$ cat src/rtl/swpct_pkg.sv
`timescale 1ns / 1ps
`default_nettype none

package swpct_pkg;

   // Field widths of the sample and result words
   localparam int SAMPLE_W  = 16;
   localparam int CHARGE_W  = 19;
   localparam int TIME_W    = 11;
   localparam int FRAC_BITS = 8;

   // Saturation limits of the result fields
   localparam logic [CHARGE_W-1:0] CHARGE_MAX = '1;
   localparam logic [TIME_W-1:0]   TIME_MAX   = '1;

   // Sequencer states
   typedef enum logic [2:0] {
      ST_IDLE,
      ST_ACC,
      ST_CMP,
      ST_DIV,
      ST_EMIT
   } state_type;

   // Divider status toward the sequencer
   typedef struct packed {
      logic busy;
      logic done;
   } div_stat_type;

endpackage

`default_nettype wire

$ cat src/rtl/swpct_if.sv
`timescale 1ns / 1ps
`default_nettype none

// Sample word channel
interface swpct_req_if;
   logic                          valid;
   logic                          ready;
   logic [swpct_pkg::SAMPLE_W-1:0] sample;

   modport source (output valid, output sample, input ready);
   modport sink   (input valid, input sample, output ready);
endinterface

// Result word channel
interface swpct_rsp_if;
   logic                          valid;
   logic                          ready;
   logic [swpct_pkg::CHARGE_W-1:0] peak_charge;
   logic [swpct_pkg::TIME_W-1:0]   peak_time;
   logic                          zero_charge;

   modport source (output valid, output peak_charge, output peak_time,
                   output zero_charge, input ready);
   modport sink   (input valid, input peak_charge, input peak_time,
                   input zero_charge, output ready);
endinterface

`default_nettype wire

$ cat src/rtl/swpct_div.sv
`timescale 1ns / 1ps
`default_nettype none

// Restoring divider, one quotient bit per cycle
module swpct_div #(
   parameter int DVD_W = 29,
   parameter int DVS_W = 19
) (
   input  wire logic                    clock,
   input  wire logic                    reset,
   input  wire logic                    start,
   input  wire logic [DVD_W-1:0]        dividend,
   input  wire logic [DVS_W-1:0]        divisor,
   output      swpct_pkg::div_stat_type stat,
   output      logic [DVD_W-1:0]        quotient
);

   localparam int CNT_W = $clog2(DVD_W + 1);

   logic                busy_ff, busy_in;
   logic                done_ff, done_in;
   logic [CNT_W-1:0]    cnt_ff, cnt_in;
   logic [DVS_W-1:0]    rem_ff, rem_in;
   logic [DVD_W-1:0]    quo_ff, quo_in;
   logic [DVS_W-1:0]    dvs_ff, dvs_in;
   logic [DVS_W:0]      trial;
   logic                fits;

   // Shift one dividend bit into the partial remainder and try the subtract
   assign trial = {rem_ff, quo_ff[DVD_W-1]};
   assign fits  = trial >= {1'b0, dvs_ff};

   always_comb begin
      busy_in = busy_ff;
      done_in = 1'b0;
      cnt_in  = cnt_ff;
      rem_in  = rem_ff;
      quo_in  = quo_ff;
      dvs_in  = dvs_ff;
      if (start) begin
         busy_in = 1'b1;
         cnt_in  = CNT_W'(DVD_W);
         rem_in  = '0;
         quo_in  = dividend;
         dvs_in  = divisor;
      end else if (busy_ff) begin
         rem_in = fits ? DVS_W'(trial - {1'b0, dvs_ff}) : DVS_W'(trial);
         quo_in = {quo_ff[DVD_W-2:0], fits};
         cnt_in = cnt_ff - 1'b1;
         if (cnt_ff == CNT_W'(1)) begin
            busy_in = 1'b0;
            done_in = 1'b1;
         end
      end
   end

   always_ff @(posedge clock) begin
      if (reset) begin
         busy_ff <= 1'b0;
         done_ff <= 1'b0;
         cnt_ff  <= '0;
      end else begin
         busy_ff <= busy_in;
         done_ff <= done_in;
         cnt_ff  <= cnt_in;
      end
      rem_ff <= rem_in;
      quo_ff <= quo_in;
      dvs_ff <= dvs_in;
   end

   assign stat     = swpct_pkg::div_stat_type'{busy: busy_ff, done: done_ff};
   assign quotient = quo_ff;

endmodule

`default_nettype wire

$ cat src/rtl/sliding_window_peak_charge_time_top.sv
`timescale 1ns / 1ps
`default_nettype none

// Channel  Dir  Word                                          Handshake
// req      in   sample[15:0]                                  valid/ready
// rsp      out  peak_charge[18:0] peak_time[10:0] zero_charge valid/ready
//
// A sample that closes no window leaves the sequencer idle. A sample that closes
// a window has the shared accumulator walk the window one sample a cycle, then
// pass through a compare state. The last sample of a pixel starts the bit-serial
// divider, or goes straight to the emit state with a zero best sum. Reset clears
// control and best sums only. A stalled result holds in the output register; the
// next pixel end waits on it.
module sliding_window_peak_charge_time_top #(
   parameter int SAMPLES_PER_PIXEL = 30,
   parameter int WINDOW_LENGTH     = 8
) (
   input wire logic    clock,
   input wire logic    reset,
   swpct_req_if.sink   req,
   swpct_rsp_if.source rsp
);

   localparam int SAMPLE_W = swpct_pkg::SAMPLE_W;
   localparam int SUM_W    = SAMPLE_W + $clog2(WINDOW_LENGTH);
   localparam int WSUM_W   = SAMPLE_W
                             + $clog2(WINDOW_LENGTH * (WINDOW_LENGTH - 1) / 2 + 1);
   localparam int DVD_W    = WSUM_W + swpct_pkg::FRAC_BITS;
   localparam int KW       = (WINDOW_LENGTH > 1) ? $clog2(WINDOW_LENGTH) : 1;
   localparam int POS_W    = $clog2(SAMPLES_PER_PIXEL);

   localparam logic [POS_W-1:0] LAST_POS  = POS_W'(SAMPLES_PER_PIXEL - 1);
   localparam logic [POS_W-1:0] WIN_FIRST = POS_W'(WINDOW_LENGTH - 1);
   localparam logic [POS_W-1:0] WIN_LAST  = POS_W'(SAMPLES_PER_PIXEL - 2);
   localparam logic [KW-1:0]    K_LAST    = KW'(WINDOW_LENGTH - 1);

   swpct_pkg::state_type    state_ff, state_in;
   logic [POS_W-1:0]        pos_ff, pos_in;
   logic [KW-1:0]           k_ff, k_in;
   logic [SAMPLE_W-1:0]     win_ff [WINDOW_LENGTH];
   logic [SUM_W-1:0]        acc_sum_ff, acc_sum_in;
   logic [WSUM_W-1:0]       acc_w_ff, acc_w_in;
   logic [SUM_W-1:0]        best_sum_ff, best_sum_in;
   logic [WSUM_W-1:0]       best_w_ff, best_w_in;
   logic                    zero_ff, zero_in;

   logic                            rsp_valid_ff, rsp_valid_in;
   logic [swpct_pkg::CHARGE_W-1:0]  charge_ff;
   logic [swpct_pkg::TIME_W-1:0]    time_ff;
   logic                            zero_out_ff;

   logic                            req_ready;
   logic                            accept;
   logic                            out_load;
   logic                            div_start;
   logic [SAMPLE_W-1:0]             sel_sample;
   logic                            win_end;
   swpct_pkg::div_stat_type         div_stat;
   logic [DVD_W-1:0]                quotient;
   logic [swpct_pkg::CHARGE_W-1:0]  charge_sat;
   logic [swpct_pkg::TIME_W-1:0]    time_sat;

   assign accept     = req.valid && req_ready;
   assign sel_sample = win_ff[k_ff];
   assign win_end    = (pos_ff >= WIN_FIRST) && (pos_ff <= WIN_LAST);

   // Divide weighted sum by best sum for the peak time
   swpct_div #(
      .DVD_W (DVD_W),
      .DVS_W (SUM_W)
   ) u_div (
      .clock    (clock),
      .reset    (reset),
      .start    (div_start),
      .dividend ({best_w_ff, {swpct_pkg::FRAC_BITS{1'b0}}}),
      .divisor  (best_sum_ff),
      .stat     (div_stat),
      .quotient (quotient)
   );

   // Saturate the result fields
   always_comb begin
      if (32'(best_sum_ff) > 32'(swpct_pkg::CHARGE_MAX)) begin
         charge_sat = swpct_pkg::CHARGE_MAX;
      end else begin
         charge_sat = swpct_pkg::CHARGE_W'(best_sum_ff);
      end
      if (zero_ff) begin
         time_sat = '0;
      end else if (32'(quotient) > 32'(swpct_pkg::TIME_MAX)) begin
         time_sat = swpct_pkg::TIME_MAX;
      end else begin
         time_sat = swpct_pkg::TIME_W'(quotient);
      end
   end

   // Sequencer: next state and datapath controls
   always_comb begin
      state_in    = state_ff;
      pos_in      = pos_ff;
      k_in        = k_ff;
      acc_sum_in  = acc_sum_ff;
      acc_w_in    = acc_w_ff;
      best_sum_in = best_sum_ff;
      best_w_in   = best_w_ff;
      zero_in     = zero_ff;
      div_start   = 1'b0;
      req_ready   = 1'b0;
      out_load    = 1'b0;
      case (state_ff)
         swpct_pkg::ST_IDLE: begin
            req_ready = 1'b1;
            if (accept) begin
               if (pos_ff == LAST_POS) begin
                  pos_in = '0;
                  if (best_sum_ff == '0) begin
                     zero_in  = 1'b1;
                     state_in = swpct_pkg::ST_EMIT;
                  end else begin
                     zero_in   = 1'b0;
                     div_start = 1'b1;
                     state_in  = swpct_pkg::ST_DIV;
                  end
               end else begin
                  pos_in = pos_ff + 1'b1;
                  if (win_end) begin
                     k_in       = '0;
                     acc_sum_in = '0;
                     acc_w_in   = '0;
                     state_in   = swpct_pkg::ST_ACC;
                  end
               end
            end
         end
         swpct_pkg::ST_ACC: begin
            // accumulate one window sample and its offset-weighted value
            acc_sum_in = acc_sum_ff + SUM_W'(sel_sample);
            acc_w_in   = acc_w_ff + WSUM_W'(sel_sample) * WSUM_W'(k_ff);
            k_in       = k_ff + 1'b1;
            if (k_ff == K_LAST) begin
               state_in = swpct_pkg::ST_CMP;
            end
         end
         swpct_pkg::ST_CMP: begin
            // keep the first strictly greater window
            if (acc_sum_ff > best_sum_ff) begin
               best_sum_in = acc_sum_ff;
               best_w_in   = acc_w_ff;
            end
            state_in = swpct_pkg::ST_IDLE;
         end
         swpct_pkg::ST_DIV: begin
            if (div_stat.done) begin
               state_in = swpct_pkg::ST_EMIT;
            end
         end
         swpct_pkg::ST_EMIT: begin
            if (!rsp_valid_ff || rsp.ready) begin
               out_load    = 1'b1;
               best_sum_in = '0;
               best_w_in   = '0;
               state_in    = swpct_pkg::ST_IDLE;
            end
         end
         default: begin
            state_in = swpct_pkg::ST_IDLE;
         end
      endcase
   end

   // Hold the result word until taken
   always_comb begin
      if (out_load) begin
         rsp_valid_in = 1'b1;
      end else if (rsp.ready) begin
         rsp_valid_in = 1'b0;
      end else begin
         rsp_valid_in = rsp_valid_ff;
      end
   end

   always_ff @(posedge clock) begin
      if (reset) begin
         state_ff     <= swpct_pkg::ST_IDLE;
         pos_ff       <= '0;
         best_sum_ff  <= '0;
         best_w_ff    <= '0;
         rsp_valid_ff <= 1'b0;
      end else begin
         state_ff     <= state_in;
         pos_ff       <= pos_in;
         best_sum_ff  <= best_sum_in;
         best_w_ff    <= best_w_in;
         rsp_valid_ff <= rsp_valid_in;
      end
      k_ff       <= k_in;
      acc_sum_ff <= acc_sum_in;
      acc_w_ff   <= acc_w_in;
      zero_ff    <= zero_in;
   end

   // Advance the window line on each accepted sample
   always_ff @(posedge clock) begin
      if (accept) begin
         for (int i = 0; i < WINDOW_LENGTH - 1; i++) begin
            win_ff[i] <= win_ff[i+1];
         end
         win_ff[WINDOW_LENGTH-1] <= req.sample;
      end
   end

   // Load the output register
   always_ff @(posedge clock) begin
      if (out_load) begin
         charge_ff   <= charge_sat;
         time_ff     <= time_sat;
         zero_out_ff <= zero_ff;
      end
   end

   assign req.ready       = req_ready;
   assign rsp.valid       = rsp_valid_ff;
   assign rsp.peak_charge = charge_ff;
   assign rsp.peak_time   = time_ff;
   assign rsp.zero_charge = zero_out_ff;

   // Zero charge word carries zero charge and zero time
   a_zero_word: assert property (@(posedge clock) disable iff (reset)
      rsp_valid_ff && zero_out_ff |-> charge_ff == '0 && time_ff == '0)
      else $error("zero charge word with nonzero fields");

   // Divider finishes only while the sequencer waits on it
   a_div_done: assert property (@(posedge clock) disable iff (reset)
      div_stat.done |-> state_ff == swpct_pkg::ST_DIV)
      else $error("divider done outside divide state");

   // Position stays inside the pixel
   a_pos_range: assert property (@(posedge clock) disable iff (reset)
      pos_ff <= LAST_POS)
      else $error("sample position out of pixel");

   // Last sample of a pixel wraps the position to zero
   a_pos_wrap: assert property (@(posedge clock) disable iff (reset)
      accept && pos_ff == LAST_POS |=> pos_ff == '0)
      else $error("position did not wrap at pixel end");

endmodule

`default_nettype wire
$ cat src/flat_wrapper.sv
// flat-port wrapper written by rule: the top's interface ports become plain ports
module sliding_window_peak_charge_time_top_flat 
#(
   parameter int SAMPLES_PER_PIXEL = 30,
   parameter int WINDOW_LENGTH     = 8
)
  (clock, reset, req_valid, req_sample, req_ready, rsp_valid, rsp_peak_charge, rsp_peak_time, rsp_zero_charge, rsp_ready);
  swpct_req_if req_i ();
  swpct_rsp_if rsp_i ();
  input wire logic clock;
  input wire logic reset;
  input wire logic [$bits(req_i.valid)-1:0] req_valid;
  input wire logic [$bits(req_i.sample)-1:0] req_sample;
  output wire logic [$bits(req_i.ready)-1:0] req_ready;
  output wire logic [$bits(rsp_i.valid)-1:0] rsp_valid;
  output wire logic [$bits(rsp_i.peak_charge)-1:0] rsp_peak_charge;
  output wire logic [$bits(rsp_i.peak_time)-1:0] rsp_peak_time;
  output wire logic [$bits(rsp_i.zero_charge)-1:0] rsp_zero_charge;
  input wire logic [$bits(rsp_i.ready)-1:0] rsp_ready;
  assign req_i.valid = req_valid;
  assign req_i.sample = req_sample;
  assign req_ready = req_i.ready;
  assign rsp_valid = rsp_i.valid;
  assign rsp_peak_charge = rsp_i.peak_charge;
  assign rsp_peak_time = rsp_i.peak_time;
  assign rsp_zero_charge = rsp_i.zero_charge;
  assign rsp_i.ready = rsp_ready;
  sliding_window_peak_charge_time_top #(.SAMPLES_PER_PIXEL(SAMPLES_PER_PIXEL), .WINDOW_LENGTH(WINDOW_LENGTH)) u_core (.clock(clock), .reset(reset), .req(req_i), .rsp(rsp_i));
endmodule
$ cat config.mk
export PLATFORM = sky130hd
export DESIGN_NAME = sliding_window_peak_charge_time_top_flat
export DESIGN_NICKNAME = d
export VERILOG_FILES = /design/src/rtl/swpct_pkg.sv /design/src/rtl/swpct_if.sv /design/src/rtl/swpct_div.sv /design/src/rtl/sliding_window_peak_charge_time_top.sv /design/src/flat_wrapper.sv
export SDC_FILE = /design/constraint.sdc
export NUM_CORES = 1
export LEC_CHECK = 0
export ABC_AREA = 1
export BUFFER_PORTS_ARGS = -buffer_cell sky130_fd_sc_hd__buf_4
export CAP_MARGIN = 25
export CORE_MARGIN = 2
export CORE_UTILIZATION = 45
export DETAILED_ROUTE_END_ITERATION = 16
export GPL_ROUTABILITY_DRIVEN = 0
export PLACE_DENSITY = 0.62
export SETUP_SLACK_MARGIN = 0.2
export SKIP_LAST_GASP = 1
export SLEW_MARGIN = 20
export SYNTH_ARGS = -nofsm -noshare
export SYNTH_HDL_FRONTEND = slang
export SYNTH_SLANG_ARGS = --single-unit
$ cat constraint.sdc
create_clock -name clock -period 13.9 [get_ports clock]
set_input_delay 2.78 -clock clock [delete_from_list [all_inputs] [get_ports clock]]
set_output_delay 2.78 -clock clock [all_outputs]
set_load 0.005 [all_outputs]
* Yosys cells after proc, flatten, opt, wreduce, memory -nomap -nowiden
Memories as Yosys holds them, arrays and structs flattened. A register that Yosys moved wholly into a read port is not among the register bits.
Index checks and enable logic that the tools add are counted.
** Storage, ports and cells
- Output and inout bits :: 33
- Register bits :: 198
- Input bits :: 20
- Memories kept :: 1
- RAM bits :: 128
- Word-level logic and storage cells :: 116
** Memory list
- u_core.win_ff :: depth 8, bits a word 16, rd ports 8, clocked after Yosys merged registers in 1, write ports 8, RTL line sliding_window_peak_charge_time_top.sv:40 : logic [SAMPLE_W-1:0] win_ff [WINDOW_LENGTH];
** Cells by class
- $add $sub $neg :: 6
- Reduce and logical (&&, ||, !) cells :: 17
- Mux-type cells :: 50
- Bitwise gates (word level) :: 1
- Eq/ne operators :: 15
- $mul :: 1
- $lt $le $gt $ge :: 5
** Operators by type and width (number)
- 19-bit two-way mux :: 6
- 21-bit two-way mux :: 5
- 21-bit one-hot mux with 2 select lines :: 2
- 19-bit one-hot mux with 2 select lines :: 2
- 29-bit two-way mux :: 2
- 3-bit two-way mux :: 11
- 29-bit by 11-bit > comparator with 1-bit output (second input constant) :: 1
- 21-bit by 19-bit adder with 21-bit output :: 1
- 20-bit by 19-bit greater-or-equal comparator with 1-bit output :: 1
- 19-bit by 16-bit adder with 19-bit output :: 1
- 19-bit > comparator :: 1
- 19-bit logical NOT :: 1
- 16-bit by 3-bit multiplier with 19-bit output :: 1
- 19-bit subtractor :: 1
- 1-bit two-way mux :: 16
- 5-bit two-way mux :: 3
- 3-bit one-hot mux with 4 select lines :: 1
- 11-bit two-way mux :: 1
- 2-bit by 1-bit inequality test with 1-bit output (second input constant) :: 5
- 2-bit nonzero test :: 4
- 3-bit by 2-bit equality test with 1-bit output (second input constant) :: 2
- 3-bit equality test (second input constant) :: 2
- 3-bit one-hot mux with 2 select lines :: 1
- 3-bit AND reduction :: 2
- 20 further kinds :: 22

* Logic depth before layout (Yosys ltp)
- Depth after elaboration :: 7
- Depth in mapped cells :: 24
- Depth with buffers taken out :: 23

* By module
From an unflattened synthesis, not the netlist that was laid out.
** Unflattened totals
- Cell total of the unflattened synthesis :: 1994
- Area total of the unflattened synthesis :: 17938.5 sq um
** By module, submodules not included
- sliding_window_peak_charge_time_top :: seq. area each 7136.8 sq um, cells each 1403, area each 13518.0 sq um, instances 1
- swpct_div :: seq. area each 1961.9 sq um, cells each 591, area each 4420.5 sq um, instances 1

* Worst setup path before layout
OpenSTA, ideal clock, no wires.
- Path kind :: input-to-reg
- Start :: input port req_valid
- End :: register u_core.u_div.quo_ff[10] (netlist: u_core.u_div.quotient[10]), enable pin
- Data required time :: 13540 ps
- Stages on the path :: 5
- Arrival time :: 9528 ps
- Path buffers :: 1
- Setup slack :: 4012 ps
- Cell sequence :: inv_1 > nor2_1 > nand3_1 > nand2_1 > buf_2
** Between the ends
- Word-level cells in the longest chain between the ends :: 4
** RTL lines
- from (decl) :: RTL line flat_wrapper.sv:12 : input wire logic [$bits(req_i.valid)-1:0] req_valid;
- 1-bit logical AND :: RTL line sliding_window_peak_charge_time_top.sv:63 : assign accept = req.valid && req_ready;
- net u_core.accept :: RTL line sliding_window_peak_charge_time_top.sv:53 : logic accept;
- 1-bit two-way mux :: RTL line sliding_window_peak_charge_time_top.sv:113 : if (accept) begin
- 1-bit two-way mux :: RTL line sliding_window_peak_charge_time_top.sv:110 : case (state_ff)
- 2-bit nonzero test (no line)
- to (signal assigned) :: RTL line swpct_div.sv:68 : quo_ff <= quo_in;
- to (decl) :: RTL line swpct_div.sv:24 : logic [DVD_W-1:0] quo_ff, quo_in;
The timed path passes the listed nets, and every way through them passes these cells.
A chain may end at the register's enable or synchronous reset.

==> metrics.md <==
| Metric | Value |
|---|---|
| Status | completed |
| Via count | 13.3k |
| Largest fanout of any net on the critical path | 65 |
| Top cell by count, worst path | nand2_1 |
| Mapped Area | 0.0175 mm2 |
| Main area contributors after synthesis | edfxtp_1, dfxtp_1, nand2_1 |
| Leakage | 8.18 nW |
| Worst voltage drop across the vdd grid | 99.1 uV |
| Post-DR vias/cell | 5.22 |
| Post-synthesis cell type with the largest combined area | edfxtp_1 |
| Input/output buffers | 52 |
| CTS Buf Count | 38 |
| Critical path endpoint category | flip-flop |
| Slowest cell on crit path | clkinv_2 |
| Number of fill cells | 3592 |
| H-tree levels | 2 |
| Max Transition Viols Final | 0 |
| Hold Vio Cnt, Final | 0 |
| Global-route wire length before repair | 66.8 mm |
| Die Area | 0.0404 mm2 |
| Net count of the finished layout | 2131 |
| Sequential-to-total area share from yosys stat | 51.6% |
| Type of the worst min-delay path | flip-flop to flip-flop |
| Storage cell area | 0.00902 mm2 |
| RSZ-0062 raised after global routing | no |
| Combinational Power Share | 2.7% |
| Die X-Extent | 201 um |
| Post-Syn Instances | 1955 |
| Max Clock Skew | 0.0170 ns |
| Largest net degree at the start of global routing | 77 |
| DRC viols | 0 |
| Tcrit/Tclk final | 42.2% |
| Area fraction of the dominant cell type after synthesis | 41.8% |
| Clock slew at reported path FFs | 0.06 ns |
| Core Region | 0.0385 mm2 |
| Number of nets with antenna violations after detailed routing | 0 |
| Sw Share | 20.9% |
| Launching element type of the critical path | flip-flop |
| Syn Area/Cell | 8.93 um2 |
| Cell-by-cell trace of the critical path | buf_4 -> clkinv_2 -> nor2_1 -> o32ai_1 -> nand2_1 -> o21ai_0 -> inv_1 -> nor2_1 -> fa_1 -> inv_1 -> fa_1 -> inv_1 -> ha_1 -> nand2_1 -> o21ai_0 -> a21oi_1 -> o21ai_0 -> nand2_1 -> nand2_1 -> nor2_1 |
| Number of distinct library cell variants in the gate-level netlist after synthesis | 45 |
| Starting DRC count in detailed routing | 962 |
| Via count of the first global-routing pass | 13.2k |
| Area post-placement | 0.0183 mm2 |
| Root buffer cell | clkbuf_16 |
| Clock sink count | 329 |
| Area growth from synthesis to layout | 12.0% |
| Total GRT Usage | 20.2% |
| Clock network fraction of total power | 46.0% |
| Post-layout instance area | 0.0196 mm2 |
| Boundary pin count | 53 |
| CP arrival | 6.16 ns |
| Highest achievable clock rate | 171 MHz |
| Net switching power | 442 uW |
| Maximum clock insertion buffer count | 3 |
| Final Critical Period | 5.86 ns |
| Register bit count reported by yosys | 329 |
| Max incr delay on CP | 0.87 ns |
| Net count after synthesis | 2091 |
| Type of the worst setup path | flip-flop to flip-flop |
| Overall overflow remaining after global route | 0 |
| Portion of total power attributed to sequential cells | 51.3% |
| Critical Path RT | 14.19 ns |
| Most common library cell in the layout ignoring fill and taps | nand2_1 |
| Starting density of the core | 45.4% |
| N_diodes | 0 |
| Slew at the pin closest to its max-slew limit | 1.02 ns |
| Insertion delay to the later sink of the worst-skew pair | 0.55 ns |
| WL final | 39.9 mm |
| Post-CTS Hold Buffers | 0 |
| Yosys warning total | 0 |
| Post-cts gate resize count | 0 |
| # rows | 72 |
| Initial antenna violation count | 0 |
| Setup violations, final | 0 |
| Maxcap violations | 0 |
| Area of the multi-input gates | 0.00710 mm2 |
| Fraction of final layout cells with drive strength greater than 1 | 6.62% |
| Internal power of the cells | 1.68 mW |
| Half-perimeter wire length after placement | 27.8 mm |
| Most frequent cells in the layout | nand2_1, inv_1, nor2_1 |
| Vertical die dimension | 201 um |
| Total negative slack | 0 ns |
| Post-detailed-route wirelength per cell | 15.7 um |
| Cell Pwr Density | 108 mW/mm2 |
| Setup fix buffers added after clock tree synthesis | 0 |
| TritonCTS clock tree | built |
| Number of search-and-repair iterations in the first detailed-routing pass | 5 |
| Rel. slew slack | 31.8% |
==> registers in the layout, summed over array words and instances, names as in the netlist, named ones only <==
| name | count |
|---|---|
| u_core.best_w_ff | 21 |
| u_core.u_div.quotient | 29 |
| u_core.k_ff | 3 |
| u_core.u_div.done_ff | 1 |
| u_core.u_div.cnt_ff | 5 |
| u_core.u_div.busy_ff | 1 |
| u_core.acc_sum_ff | 19 |
| u_core.zero_ff | 1 |
| u_core.rsp.peak_time | 11 |
| u_core.state_ff | 3 |
| u_core.acc_w_ff | 21 |
| u_core.rsp.zero_charge | 1 |
| u_core.u_div.rem_ff | 19 |
| u_core.best_sum_ff | 19 |
| u_core.rsp.peak_charge | 19 |
| u_core.rsp.valid | 1 |
| u_core.pos_ff | 5 |
| u_core.u_div.dvs_ff | 19 |
| u_core.win_ff | 128 |
==> per-stage QoR <==
step / setup WS, ns / hold slack (ns) / total power, mW / std cells / util (%)
floorplan: 4.01 / 0.421 / 1.15 / 1955 / -
global placement: 8.43 / 0.426 / 1.16 / 2472 / 47.7
detailed placement: 8.39 / 0.429 / 1.16 / 2473 / 47.7
CTS: 8.37 / 0.443 / 2.15 / 2542 / 50.8
global route: 7.48 / 0.453 / 2.20 / 2542 / 50.8
finish: 8.04 / 0.441 / 2.12 / 2542 / 50.8
==> path summary, 6_finish.rpt <==
| path | from | to | slack, ns | cells after the start |
|---|---|---|---|---|
| setup / recovery | flip-flop | u_core.acc_w_ff[16] | 8.04 | 20 |
| hold / removal | u_core.win_ff[2][10] | u_core.win_ff[1][10] | 0.44 | 0 |
| setup reg to reg | flip-flop | u_core.acc_w_ff[16] | 8.04 | 20 |
| hold reg to reg | u_core.win_ff[2][10] | u_core.win_ff[1][10] | 0.44 | 0 |
==> worst max-delay path: cells and delay by family (launching register included) <==
family / cells / cell delay (ns)
buf+inv: 5 / 1.69
fa+ha+maj: 3 / 1.41
simple gates: 7 / 0.80
compound gates: 5 / 1.34
flops: 1 / 0.31
==> final cells by class <==
cell class,count,area share (%)
Sequential cell,329,46.1
Multi-Input combinational cell,1274,36.3
Inverter,285,5.48
Clock buffer,52,5.34
Tap cell,518,3.31
Timing Repair Buffer,67,2.56
Clock inverter,17,0.864
==> Yosys cell counts, drive strengths merged <==
cell	n
nand3	164
xnor2	6
nand3b	8
nand4	9
xor2	5
o21bai	4
a21oi	139
dfxtp	86
clkbuf	42
inv	284
edfxtp	243
a22o	2
nor3b	4
o221ai	2
o211ai	3
a21o	7
o22ai	2
clkinv	1
nor3	17
fa	33
o21ai	116
o32ai	30
ha	83
buf	25
a211oi	1
or2	1
nor2	272
o21a	4
a21boi	1
nand2	339
mux2i	2
and2	4
a31oi	5
nor4	3
a22oi	8
==> routing by layer <==
metal	global-route usage, %	up-vias	routed length (um)
met3	3.51	60	2180
li1	-	6617	-
met5	0	-	0
met4	5.63	0	710
met2	33.5	306	18500
met1	27.3	6286	18500
==> cell families after synthesis <==
| kind of cell | after synthesis | synth area share [%] |
|---|---|---|
| adder cells (fa/ha/maj) | 116 | 9.73 |
| flip-flops | 329 | 51.6 |
| XOR/XNOR | 11 | 0.552 |
| AND/OR/NAND/NOR | 821 | 19.7 |
| multiplexers | 2 | 0.115 |
| AO/OA/AOI/OAI | 324 | 10.5 |
| buffers and inverters | 352 | 7.81 |
==> power groups by stage <==
stage	Combinational [mW]	Clock [mW]	Sequential, mW
final	0.0575	0.976	1.09
after global routing	0.0658	1.04	1.09
after CTS	0.0578	1.00	1.09
after detailed placement	0.0575	0	1.11
after global placement	0.0565	0	1.11
after floorplan	0.0402	0	1.11
(Power assumes the default switching activity.)
